File: src/sv/fra_pkg.sv
// ---------------------------------------------------------------------------
// fra_pkg: shared types and constants for the frame rate averager
// Default window, field widths, register reset value, result limit, command codes and sequencer states.
// ---------------------------------------------------------------------------
package fra_pkg;

   // default averaging window, in intervals
   localparam int WINDOW_DEFAULT = 8;

   // field widths
   localparam int TS_W      = 32;
   localparam int TPS_W     = 20;
   localparam int RATE_W    = 31;
   localparam int SAMPLES_W = 4;
   localparam int FRAC_W    = 8;

   // register reset and result limit
   localparam logic [TPS_W-1:0]  TPS_RESET = 20'd1000;
   localparam logic [RATE_W-1:0] RATE_MAX  = 31'h7FFF_FFFF;

   // command codes carried on req_tuser
   localparam logic CMD_RESTART = 1'b0;
   localparam logic CMD_MARK    = 1'b1;

   // sequencer states
   typedef enum logic [2:0] {
      ST_IDLE,
      ST_RETIRE,
      ST_ACCUM,
      ST_SCALE,
      ST_DIVIDE,
      ST_FINISH
   } fra_state_type;

endpackage

File: src/sv/fra_ram.sv
// ---------------------------------------------------------------------------
// fra_ram: generic simple dual-port RAM
// One write port, one read port, read data registered.
// ---------------------------------------------------------------------------
module fra_ram #(
   parameter int WIDTH = 32,
   parameter int DEPTH = 8
) (
   input  logic                     clock,
   input  logic                     wr_en,
   input  logic [$clog2(DEPTH)-1:0] wr_addr,
   input  logic [WIDTH-1:0]         wr_data,
   input  logic                     rd_en,
   input  logic [$clog2(DEPTH)-1:0] rd_addr,
   output logic [WIDTH-1:0]         rd_data
);

   logic [WIDTH-1:0] mem [DEPTH];
   logic [WIDTH-1:0] rd_data_ff;

   // write port
   always_ff @(posedge clock) begin
      if (wr_en) begin
         mem[wr_addr] <= wr_data;
      end
   end

   // registered read port
   always_ff @(posedge clock) begin
      if (rd_en) begin
         rd_data_ff <= mem[rd_addr];
      end
   end

   assign rd_data = rd_data_ff;

endmodule

File: src/sv/frame_rate_averager.sv
// ---------------------------------------------------------------------------
// frame_rate_averager: moving-average frame rate meter
// Averages the last WINDOW mark-to-mark intervals and reports the rate in Q.8.
// ---------------------------------------------------------------------------
// Usage:
//  req channel: tuser is the command (restart or frame mark), tdata the
//  32-bit timestamp. A restart beat re-arms the meter at its timestamp and
//  gives no result. A frame mark beat gives one rsp beat.
//  rsp channel: tdata holds rate_q8 (ticks_per_second*256*count/sum,
//  truncated, saturated) and samples_used; tuser flags a zero interval sum,
//  in which case the rate reads as its maximum.
//  csr port: csr_we writes ticks_per_second from csr_wdata; write only
//  while the block is idle.
// Sequence: a restart is taken in the idle state and the block stays idle.
//  A frame mark runs a ring read, a subtract, an add, one scale multiply,
//  then a restoring divider that resolves one quotient bit per cycle, and
//  a finish step that loads the rsp beat. req_tready is low meanwhile.
//  A zero sum skips the divider.
// The interval ring is a RAM; it needs no clearing, since an entry's value
//  is used only once the window has filled since the last restart.
// Reset clears the sum, count, slot, last mark and the output beat, and
//  loads ticks_per_second with 1000. A stalled rsp beat is held in the
//  output register; the next mark waits in the last step until it drains.
// ---------------------------------------------------------------------------
module frame_rate_averager #(
   parameter int WINDOW = fra_pkg::WINDOW_DEFAULT
) (
   input  logic                        clock,
   input  logic                        reset,
   // config
   input  logic                        csr_we,
   input  logic [fra_pkg::TPS_W-1:0]   csr_wdata,   // ticks_per_second
   // request stream
   input  logic                        req_tvalid,
   output logic                        req_tready,
   input  logic [31:0]                 req_tdata,   // [31:0] timestamp
   input  logic                        req_tuser,   // [0] command
   // response stream
   output logic                        rsp_tvalid,
   input  logic                        rsp_tready,
   output logic [39:0]                 rsp_tdata,   // [30:0] rate_q8,
                                                    // [34:31] samples_used,
                                                    // [39:35] zero pad
   output logic                        rsp_tuser    // [0] zero_interval
);

   import fra_pkg::*;

   localparam int SLOT_W = (WINDOW > 1) ? $clog2(WINDOW) : 1;
   localparam int CNT_W  = $clog2(WINDOW + 1);
   localparam int SUM_W  = TS_W + $clog2(WINDOW);
   localparam int PROD_W = TPS_W + CNT_W;
   localparam int NUM_W  = (PROD_W + FRAC_W > RATE_W) ? PROD_W + FRAC_W : RATE_W + 1;
   localparam int DCNT_W = $clog2(NUM_W);
   localparam logic [CNT_W-1:0]  WIN_CNT  = CNT_W'(WINDOW);
   localparam logic [SLOT_W-1:0] SLOT_TOP = SLOT_W'(WINDOW - 1);

   fra_state_type state_ff, state_in;

   logic [TPS_W-1:0]     tps_ff;
   logic [TS_W-1:0]      last_mark_ff, last_mark_in;
   logic [SLOT_W-1:0]    slot_ff, slot_in;
   logic [CNT_W-1:0]     count_ff, count_in;
   logic [SUM_W-1:0]     sum_ff, sum_in;
   logic [TS_W-1:0]      interval_ff, interval_in;
   logic [NUM_W-1:0]     num_ff, num_in;
   logic [SUM_W-1:0]     rem_ff, rem_in;
   logic [DCNT_W-1:0]    div_cnt_ff, div_cnt_in;
   logic                 zero_ff, zero_in;
   logic                 rsp_valid_ff, rsp_valid_in;
   logic [RATE_W-1:0]    rsp_rate_ff, rsp_rate_in;
   logic [SAMPLES_W-1:0] rsp_samples_ff, rsp_samples_in;
   logic                 rsp_zero_ff, rsp_zero_in;

   logic                 req_beat;
   logic                 ram_wr_en;
   logic                 ram_rd_en;
   logic [TS_W-1:0]      ram_rd_data;
   logic [PROD_W-1:0]    prod;
   logic [SUM_W:0]       trial;
   logic [SUM_W:0]       diff;
   logic                 q_bit;
   logic [SAMPLES_W+CNT_W-1:0] samples_wide;

   // interval ring
   fra_ram #(
      .WIDTH (TS_W),
      .DEPTH (WINDOW)
   ) u_ring (
      .clock   (clock),
      .wr_en   (ram_wr_en),
      .wr_addr (slot_ff),
      .wr_data (interval_ff),
      .rd_en   (ram_rd_en),
      .rd_addr (slot_ff),
      .rd_data (ram_rd_data)
   );

   // shared datapath pieces
   assign prod         = PROD_W'(tps_ff) * PROD_W'(count_ff);
   assign trial        = {rem_ff, num_ff[NUM_W-1]};
   assign diff         = trial - {1'b0, sum_ff};
   assign q_bit        = ~diff[SUM_W];
   assign samples_wide = {{SAMPLES_W{1'b0}}, count_ff};

   assign req_tready = (state_ff == ST_IDLE);
   assign req_beat   = req_tvalid & req_tready;

   // sequencer: next state and datapath control
   always_comb begin
      state_in       = state_ff;
      last_mark_in   = last_mark_ff;
      slot_in        = slot_ff;
      count_in       = count_ff;
      sum_in         = sum_ff;
      interval_in    = interval_ff;
      num_in         = num_ff;
      rem_in         = rem_ff;
      div_cnt_in     = div_cnt_ff;
      zero_in        = zero_ff;
      rsp_valid_in   = rsp_valid_ff & ~rsp_tready;
      rsp_rate_in    = rsp_rate_ff;
      rsp_samples_in = rsp_samples_ff;
      rsp_zero_in    = rsp_zero_ff;
      ram_wr_en      = 1'b0;
      ram_rd_en      = 1'b0;

      unique case (state_ff)
         ST_IDLE: begin
            if (req_beat) begin
               last_mark_in = req_tdata;
               if (req_tuser == CMD_RESTART) begin
                  count_in = '0;
                  slot_in  = '0;
                  sum_in   = '0;
               end else begin
                  // fetch the oldest entry while the interval is taken
                  interval_in = req_tdata - last_mark_ff;
                  ram_rd_en   = 1'b1;
                  state_in    = ST_RETIRE;
               end
            end
         end
         ST_RETIRE: begin
            if (count_ff >= WIN_CNT) begin
               sum_in = sum_ff - SUM_W'(ram_rd_data);
            end else begin
               count_in = count_ff + 1'b1;
            end
            state_in = ST_ACCUM;
         end
         ST_ACCUM: begin
            sum_in    = sum_ff + SUM_W'(interval_ff);
            ram_wr_en = 1'b1;
            slot_in   = (slot_ff == SLOT_TOP) ? '0 : slot_ff + 1'b1;
            state_in  = ST_SCALE;
         end
         ST_SCALE: begin
            // numerator = ticks_per_second * count * 256
            num_in     = NUM_W'({prod, {FRAC_W{1'b0}}});
            rem_in     = '0;
            div_cnt_in = DCNT_W'(NUM_W - 1);
            zero_in    = (sum_ff == '0);
            state_in   = (sum_ff == '0) ? ST_FINISH : ST_DIVIDE;
         end
         ST_DIVIDE: begin
            // one restoring step; quotient shifts into num from the bottom
            rem_in = q_bit ? diff[SUM_W-1:0] : trial[SUM_W-1:0];
            num_in = {num_ff[NUM_W-2:0], q_bit};
            if (div_cnt_ff == '0) begin
               state_in = ST_FINISH;
            end else begin
               div_cnt_in = div_cnt_ff - 1'b1;
            end
         end
         ST_FINISH: begin
            if (!rsp_valid_ff || rsp_tready) begin
               rsp_valid_in   = 1'b1;
               rsp_zero_in    = zero_ff;
               rsp_samples_in = samples_wide[SAMPLES_W-1:0];
               if (zero_ff || (|num_ff[NUM_W-1:RATE_W])) begin
                  rsp_rate_in = RATE_MAX;
               end else begin
                  rsp_rate_in = num_ff[RATE_W-1:0];
               end
               state_in = ST_IDLE;
            end
         end
         default: begin
            state_in = ST_IDLE;
         end
      endcase
   end

   // control registers
   always_ff @(posedge clock) begin
      if (reset) begin
         state_ff     <= ST_IDLE;
         tps_ff       <= TPS_RESET;
         last_mark_ff <= '0;
         slot_ff      <= '0;
         count_ff     <= '0;
         sum_ff       <= '0;
         rsp_valid_ff <= 1'b0;
      end else begin
         state_ff     <= state_in;
         last_mark_ff <= last_mark_in;
         slot_ff      <= slot_in;
         count_ff     <= count_in;
         sum_ff       <= sum_in;
         rsp_valid_ff <= rsp_valid_in;
         if (csr_we) begin
            tps_ff <= csr_wdata;
         end
      end
   end

   // datapath registers
   always_ff @(posedge clock) begin
      interval_ff    <= interval_in;
      num_ff         <= num_in;
      rem_ff         <= rem_in;
      div_cnt_ff     <= div_cnt_in;
      zero_ff        <= zero_in;
      rsp_rate_ff    <= rsp_rate_in;
      rsp_samples_ff <= rsp_samples_in;
      rsp_zero_ff    <= rsp_zero_in;
   end

   assign rsp_tvalid = rsp_valid_ff;
   assign rsp_tdata  = {5'b0, rsp_samples_ff, rsp_rate_ff};
   assign rsp_tuser  = rsp_zero_ff;

   // count saturates at the window size
   a_count_bound: assert property (@(posedge clock) disable iff (reset)
      count_ff <= WIN_CNT)
      else $error("valid count above window");

   // a zero sum always reports the saturated rate
   a_zero_rate: assert property (@(posedge clock) disable iff (reset)
      (rsp_tvalid && rsp_tuser) |-> (rsp_tdata[RATE_W-1:0] == RATE_MAX))
      else $error("zero interval without saturated rate");

   // a restart never produces a response beat
   a_restart_silent: assert property (@(posedge clock) disable iff (reset)
      (req_beat && (req_tuser == CMD_RESTART) && !rsp_tvalid) |=> !rsp_tvalid)
      else $error("response after restart");

endmodule

File: config.mk
export PLATFORM = sky130hd
export DESIGN_NAME = frame_rate_averager
export DESIGN_NICKNAME = d
export VERILOG_FILES = /design/src/sv/fra_pkg.sv /design/src/sv/fra_ram.sv /design/src/sv/frame_rate_averager.sv
export SDC_FILE = /design/constraint.sdc
export NUM_CORES = 1
export LEC_CHECK = 0
export BUFFER_PORTS_ARGS = -buffer_cell sky130_fd_sc_hd__buf_2
export CORE_MARGIN = 1
export CORE_UTILIZATION = 63
export CTS_BUF_LIST = sky130_fd_sc_hd__clkbuf_16
export CTS_CLUSTER_DIAMETER = 60
export DETAILED_ROUTE_END_ITERATION = 8
export PLACE_DENSITY_LB_ADDON = 0.05
export SLEW_MARGIN = 20
export SYNTH_ARGS = -nofsm -noshare
export SYNTH_HDL_FRONTEND = slang
export SYNTH_SLANG_ARGS = --single-unit
File: constraint.sdc
create_clock -name clock -period 6.2 [get_ports clock]
set_input_delay 0.93 -clock clock [delete_from_list [all_inputs] [get_ports clock]]
set_output_delay 0.93 -clock clock [all_outputs]
set_load 0.05 [all_outputs]
==> metrics, run 1 <==
status=completed; final critical-path required period=4.93 ns; power share of the combinational group=between 30% and 40%; hold-fix buffers at CTS=0; Iteration-0 DRC Markers=between 1500 and 2000; DR WL/cell=20.0 um; Seq pwr share=40.0%; die width=212 um; Startpoint Class=flip-flop; first-pass GRT wire length=102000 um; clock power share=between 20% and 30%; RSZ-0062 raised after global routing=false; CP max stage cell=a2111oi_0; DRC viols=0; cell area after synthesis=about 0.028 mm^2; vias=19884; DP Wirelength=43100 um; total gr overflow=0; average size of a mapped cell=10.9 um^2; Die H=approximately 210 um; initial antenna violation count=1; Power Dens Cells=399 mW/mm^2; post-route design area=approximately 0.03 mm^2; cts repair resizes=0; post-route ant nets=0; Synth top area share=46.4%; fin util=70.8%; Post-Syn Instances=~2500; Slew Viols, Final=0; area growth from synthesis to layout=10.2%; LEAKAGE=11.7 nW; H-tree Lvls=2; Net Switching=~4.4 mW; YS warnings=0; critical path arrival=5.43 ns; Reg clk slew, reported paths=about 0.06 ns; critical path required time=6.70 ns; fin crit share=79.6%; postcts setup bufs=0; Final Hold Viols=0; maximum vdd drop=between 0.2 and 0.3 mV; WL final=64700 um; biggest cell delay along the critical path=0.58 ns; final worst slack=1.27 ns; later-pin clock latency in the skew report=between 0.6 and 0.7 ns; max-cap viol count=0; io pins=about 100; initial core utilization=about 64%; layout cell share with drive strength beyond 1=9.51%; CP max FO=6; Sum Neg Setup Slack=0 ns; Crit. End Element=flip-flop; Final nets=2835; Seq/Total Area, Yosys=53.4%; CORE AREA=0.0433 mm^2; kind of critical path=reg2reg; final setup fails=0; FF+latch count, synth=~530; FILL cells=about 3100; n_diodes=0; area leader, netlist=edfxtp_1; total track usage=29.2%; f_max=0.203 GHz; clock skew=0.0176 ns; Yosys cell types=78; EDFF count, synth=429; largest net degree at the start of global routing=79; P_int=7.88 mW; # rows=76; via/cell ratio=6.15; Final GP Congestion=0.904; Clock Tree Buf Depth=3; Max-slew headroom=28.2%; Area after DPL=0.0288 mm^2; hold slack final=0.454 ns; sw frac=a little over a third; clk sink count=527; Top FF cell, synth=edfxtp_1; top cells by area, synth=edfxtp_1, dfxtp_1, ha_1, a22oi_1, a21oi_1; worst path cell trace=or4_4 -> or4_4 -> nor2_4 -> nand2_2 -> or3_4 -> nor3_2 -> xor2_1 -> a21oi_1 -> ha_1 -> a21oi_1 -> o21bai_1 -> a2111oi_0 -> o21ai_0 -> a211oi_1 -> o22ai_1 -> xnor2_1 -> a21oi_1 -> o22ai_1; Die Footprint=0.0449 mm^2; worst hold path class=reg2reg; CTS root buf=clkbuf_16; number of global-route vias before repair=~19000; port bufs=95; Crit path top cell by count=a21oi_1; post-place setup slack=1.24 ns; DRT Pass-1 Iters=7; CTS tree=built; cts bufs inserted=57; ys async rst share=0%; measured slew at the worst slew-check pin=~1.1 ns
[cells by family (layout without fill, tap and decap cells)]
logic type | Yosys count | after routing | synth area share [%]
muxes | 26 | 26 | 0.968
buffers and inverters | 288 | 391 | 4.02
adders and majority gates | 173 | 173 | 8.84
DFF | 527 | 527 | 53.4
and+or+nand+nor | 735 | 735 | 12.9
xor gates and xnor gates | 133 | 133 | 4.22
other | 1 | 5 | 0.0135
AOI/OAI and AO/OA | 660 | 660 | 15.6
[area by class of cell]
class                           count  area [um^2]  share of cell area (%)
Multi-Input combinational cell   1732        11900                    38.9
Tap cell                          585          732                    2.39
Clock inverter                     46          379                    1.24
Clock buffer                       59         1480                    4.82
Sequential cell                   527        14800                    48.5
Timing Repair Buffer              118          648                    2.12
Inverter                          168          631                    2.06
[layer usage]
metal	part of all wire, %	vias to the layer above	GRT usage [%]	wire length (um)
met1	43	9684	40.4	27900
met2	48	662	48.4	30900
met5	0.020	-	0	13
met3	6.9	97	4.06	4460
li1	-	9439	-	-
met4	2.1	2	8.00	1360
[metrics by stage]
step	power [mW]	instances
2_1_floorplan	7.85	2547
3_3_place_gp	8.80	3130
3_5_place_dp	8.89	3130
4_1_cts	12.2	3235
5_1_grt	12.9	3235
6_report	12.2	3235
[power by group through the flow]
| stage | Sequential [mW] | Combinational, mW | Clock (mW) |
|---|---|---|---|
| 2_1_floorplan | 4.73 | 3.11 | 0 |
| 3_3_place_gp | 4.93 | 3.87 | 0 |
| 3_5_place_dp | 4.95 | 3.94 | 0 |
| 4_1_cts | 4.88 | 3.98 | 3.38 |
| 5_1_grt | 4.93 | 4.46 | 3.50 |
| 6_report | 4.89 | 4.00 | 3.34 |
[cell usage after synthesis, types with 69 or more instances]
| cell type | n |
|---|---|
| a21oi_1 | 181 |
| o21ai_0 | 104 |
| inv_1 | 168 |
| ha_1 | 134 |
| a21o_1 | 69 |
| dfxtp_1 | 98 |
| a22oi_1 | 146 |
| nand2_1 | 227 |
| xnor2_1 | 81 |
| edfxtp_1 | 429 |
| clkbuf_1 | 100 |
| nor2_1 | 174 |
[registers in the layout (all words and copies together) (netlist names), 3 cells and up]
name and cells:
state_ff 3, interval_ff 32, rem_ff 35, rsp_rate_ff 31, count_ff 4, u_ring.mem 256
u_ring.rd_data 32, tps_ff 20, last_mark_ff 32, rsp_samples_ff 4, div_cnt_ff 5, slot_ff 3
sum_ff 35, num_ff 32
[layout by cell type (no fill, tap or decap), drive strengths merged, types with 11 or more instances in the layout]
master and n:
or3 40, a21o 69, xor2 51, and2 65, dfxtp 98, nor2b 11
inv 186, a22o 16, nand3 42, a211oi 24, nor2 175, nor4 14
a21oi 181, nand2b 21, clkbuf 59, o21a 15, mux2i 22, and3 25
a22oi 146, fa 39, edfxtp 429, nand4 44, nor3 38, nand2 228
buf 118, o21ai 107, xnor2 82, a31oi 13, clkinv 21, ha 134
[path summary, 6_finish.rpt]
path,startpoint,endpoint,slack (ns),depth (start not counted)
setup / recovery,u_ring.rd_data[5],sum_ff[34],1.27,18
hold / removal,last_mark_ff[16],last_mark_ff[16],0.45,2
setup reg to reg,u_ring.rd_data[5],sum_ff[34],1.27,18
hold reg to reg,last_mark_ff[16],last_mark_ff[16],0.45,2
[critical path: cells and delay by family, from the launching register on]
family	cells	cell delay [ns]
AOI/OAI and AO/OA	9	1.77
xor gates and xnor gates	2	0.32
adders and majority gates	1	0.39
DFF	1	0.45
and+or+nand+nor	6	1.88
No activity file was read; power rests on OpenSTA's default activity.
==> inputs of run 2 (changes only) <==
--- a/config.mk
+++ b/config.mk
@@ -7,7 +7,7 @@
 export LEC_CHECK = 0
 export BUFFER_PORTS_ARGS = -buffer_cell sky130_fd_sc_hd__buf_2
 export CORE_MARGIN = 1
-export CORE_UTILIZATION = 63
+export CORE_UTILIZATION = 57
 export CTS_BUF_LIST = sky130_fd_sc_hd__clkbuf_16
 export CTS_CLUSTER_DIAMETER = 60
 export DETAILED_ROUTE_END_ITERATION = 8
==> constraint.sdc (replaced) <==
create_clock -name clock -period 4.2 [get_ports clock]
set_input_delay 0.63 -clock clock [delete_from_list [all_inputs] [get_ports clock]]
set_output_delay 0.63 -clock clock [all_outputs]
set_load 0.05 [all_outputs]
==> run 2 against run 1 <==
Compared with the run above: global-route usage shrank 1.6 points; via count up 1.4%; clock power is 55% higher; die area grew 10%; highest routed layer unchanged; count of clock-buffer cells in the layout is the same; first-iteration DRC count decreased by 2.4%; fmax grew 8.9%; core utilization fell by 3.4 points; the flow now finishes with violations (negative setup slack); total power is 58% higher; critical path type unchanged; non-clock buffer count up 135; clock skew increased by 0.018 ns.
==> metrics, run 2 (synthesis gave the netlist of run 1 again) <==
status=finished, violations left; failing checks=negative setup slack; CTS root buf=clkbuf_16; final worst slack=-0.330 ns; critical path required time=4.71 ns; H-tree Lvls=2; Area after DPL=0.0297 mm^2; non-filler cells, final=3400; R2R Path End=sum_ff[31]; io pins=101; Reg clk slew, reported paths=approximately 0.060 ns; maximum vdd drop=between 0.4 and 0.5 mV; area growth from synthesis to layout=16.3%; layout cell share with drive strength beyond 1=16.1%; worst reg-to-reg path cell count=18; WL final=68300 um; commonest cells after routing, fill and taps aside=edfxtp_1, nand2_1, inv_1; initial antenna violation count=1; measured slew at the worst slew-check pin=1.09 ns; CORE AREA=0.0479 mm^2; Crit. End Element=flip-flop; DP Cell Count=around 3300; number of global-route vias before repair=between 15000 and 20000; worst hold path class=in2reg; leading registers by flop count=u_ring.mem (256), rem_ff (35), sum_ff (35); post-route design area=0.0323 mm^2; vias=20169; initial core utilization=just under 60%; Final Hold Viols=0; total gr overflow=0; port bufs=95; later-pin clock latency in the skew report=0.65 ns; RR Startpoint=u_ring.rd_data[7]; final setup fails=9; post-place setup slack=-0.236 ns; hold path startpoint=csr_wdata[5]; post-route ant nets=0; n_diodes=0; Iteration-0 DRC Markers=1637; DP Wirelength=45500 um; CTS tree=built; cts bufs inserted=57; final critical-path required period=4.53 ns; Sum Neg Setup Slack=-1.63 ns; Die H=223 um; RSZ-0062 raised after global routing=true; Max-slew headroom=27.3%; CP max FO=3; flop-to-flop setup slack=-0.33 ns; Startpoint Class=flip-flop; DRT Pass-1 Iters=7; clk sink count=527; Power Dens Cells=599 mW/mm^2; LEAKAGE=12.5 nW; max-cap viol count=0; f_max=0.221 GHz; die width=between 200 and 250 um; total track usage=27.6%; critical path arrival=5.04 ns; Die Footprint=0.0496 mm^2; via/cell ratio=5.93; clock skew=0.0354 ns; fin crit share=108%; Worst Setup SP=u_ring.rd_data[7]; FILL cells=3630; Clock Tree Buf Depth=3; Final nets=a little under 3000; DRC viols=0; first-pass GRT wire length=~110000 um; largest net degree at the start of global routing=between 70 and 80; # rows=80; kind of critical path=reg2reg; total power=19.4 mW; Slew Viols, Final=0; DR WL/cell=~20 um; Critical Path End=sum_ff[31]; max reg flops=256; Final GP Congestion=0.909; leading cell type in the layout, fill and taps excluded=edfxtp_1; Biggest register=u_ring.mem
-- run 2: metrics by stage --
| stage | utilization [%] | hold slack, ns |
|---|---|---|
| floorplan | - | 0.436 |
| global placement | 62.0 | 0.441 |
| detailed placement | 62.0 | 0.447 |
| CTS | 66.5 | 0.185 |
| global route | 67.4 | 0.192 |
| finish | 67.4 | 0.215 |
-- run 2: critical path: stages, from the launching register on --
cell,delay (ns)
edfxtp_1,0.41
or4_4,0.55
or4_4,0.46
nor2_4,0.14
buf_6,0.12
nand3b_4,0.09
nand2b_4,0.17
buf_12,0.13
xnor2_2,0.12
a21oi_1,0.13
ha_1,0.26
a21o_1,0.20
a21o_1,0.18
a21o_1,0.21
nor3_4,0.26
a2111oi_2,0.10
o41a_1,0.32
or3_1,0.31
a32o_1,0.24
-- run 2: timing repair --
item	CTS	global route
setup endpoints to repair	12	19
resized for setup	37	69
pin swaps	14	56
hold buffers	0	0
setup buffers	10	14
-- run 2: worst min path at each step --
stage | endpoint | cells past startpoint | slack, ns
floorplan | last_mark_ff[10] | 2 | 0.44
global placement | last_mark_ff[22] | 2 | 0.44
detailed placement | last_mark_ff[4] | 2 | 0.45
CTS | tps_ff[5] | 3 | 0.19
global route | tps_ff[5] | 3 | 0.19
finish | tps_ff[5] | 3 | 0.22
-- run 2: power by group --
group / leakage (nW) / internal, mW / switching [mW]
Sequential: 4.68 / 6.54 / 0.579
Clock: 0.988 / 3.06 / 2.13
Combinational: 6.87 / 2.91 / 4.16
Total: 12.5 / 12.5 / 6.86
-- run 2: final cells by class --
type | count | area [um^2] | share of cell area, %
repair buffers | 253 | 1760 | 5.45
inverters | 168 | 631 | 1.95
flip-flops and latches | 527 | 14900 | 46.0
multi-input cells | 1732 | 12300 | 38.1
well taps | 615 | 769 | 2.38
clock inverters | 46 | 498 | 1.54
clock buffers | 59 | 1480 | 4.57
-- run 2: routing by layer --
layer | GRT usage (%) | wire length [um]
met5 | 0 | 17
met4 | 7.96 | 1660
met3 | 4.54 | 4100
met2 | 45.4 | 32200
met1 | 37.8 | 30300
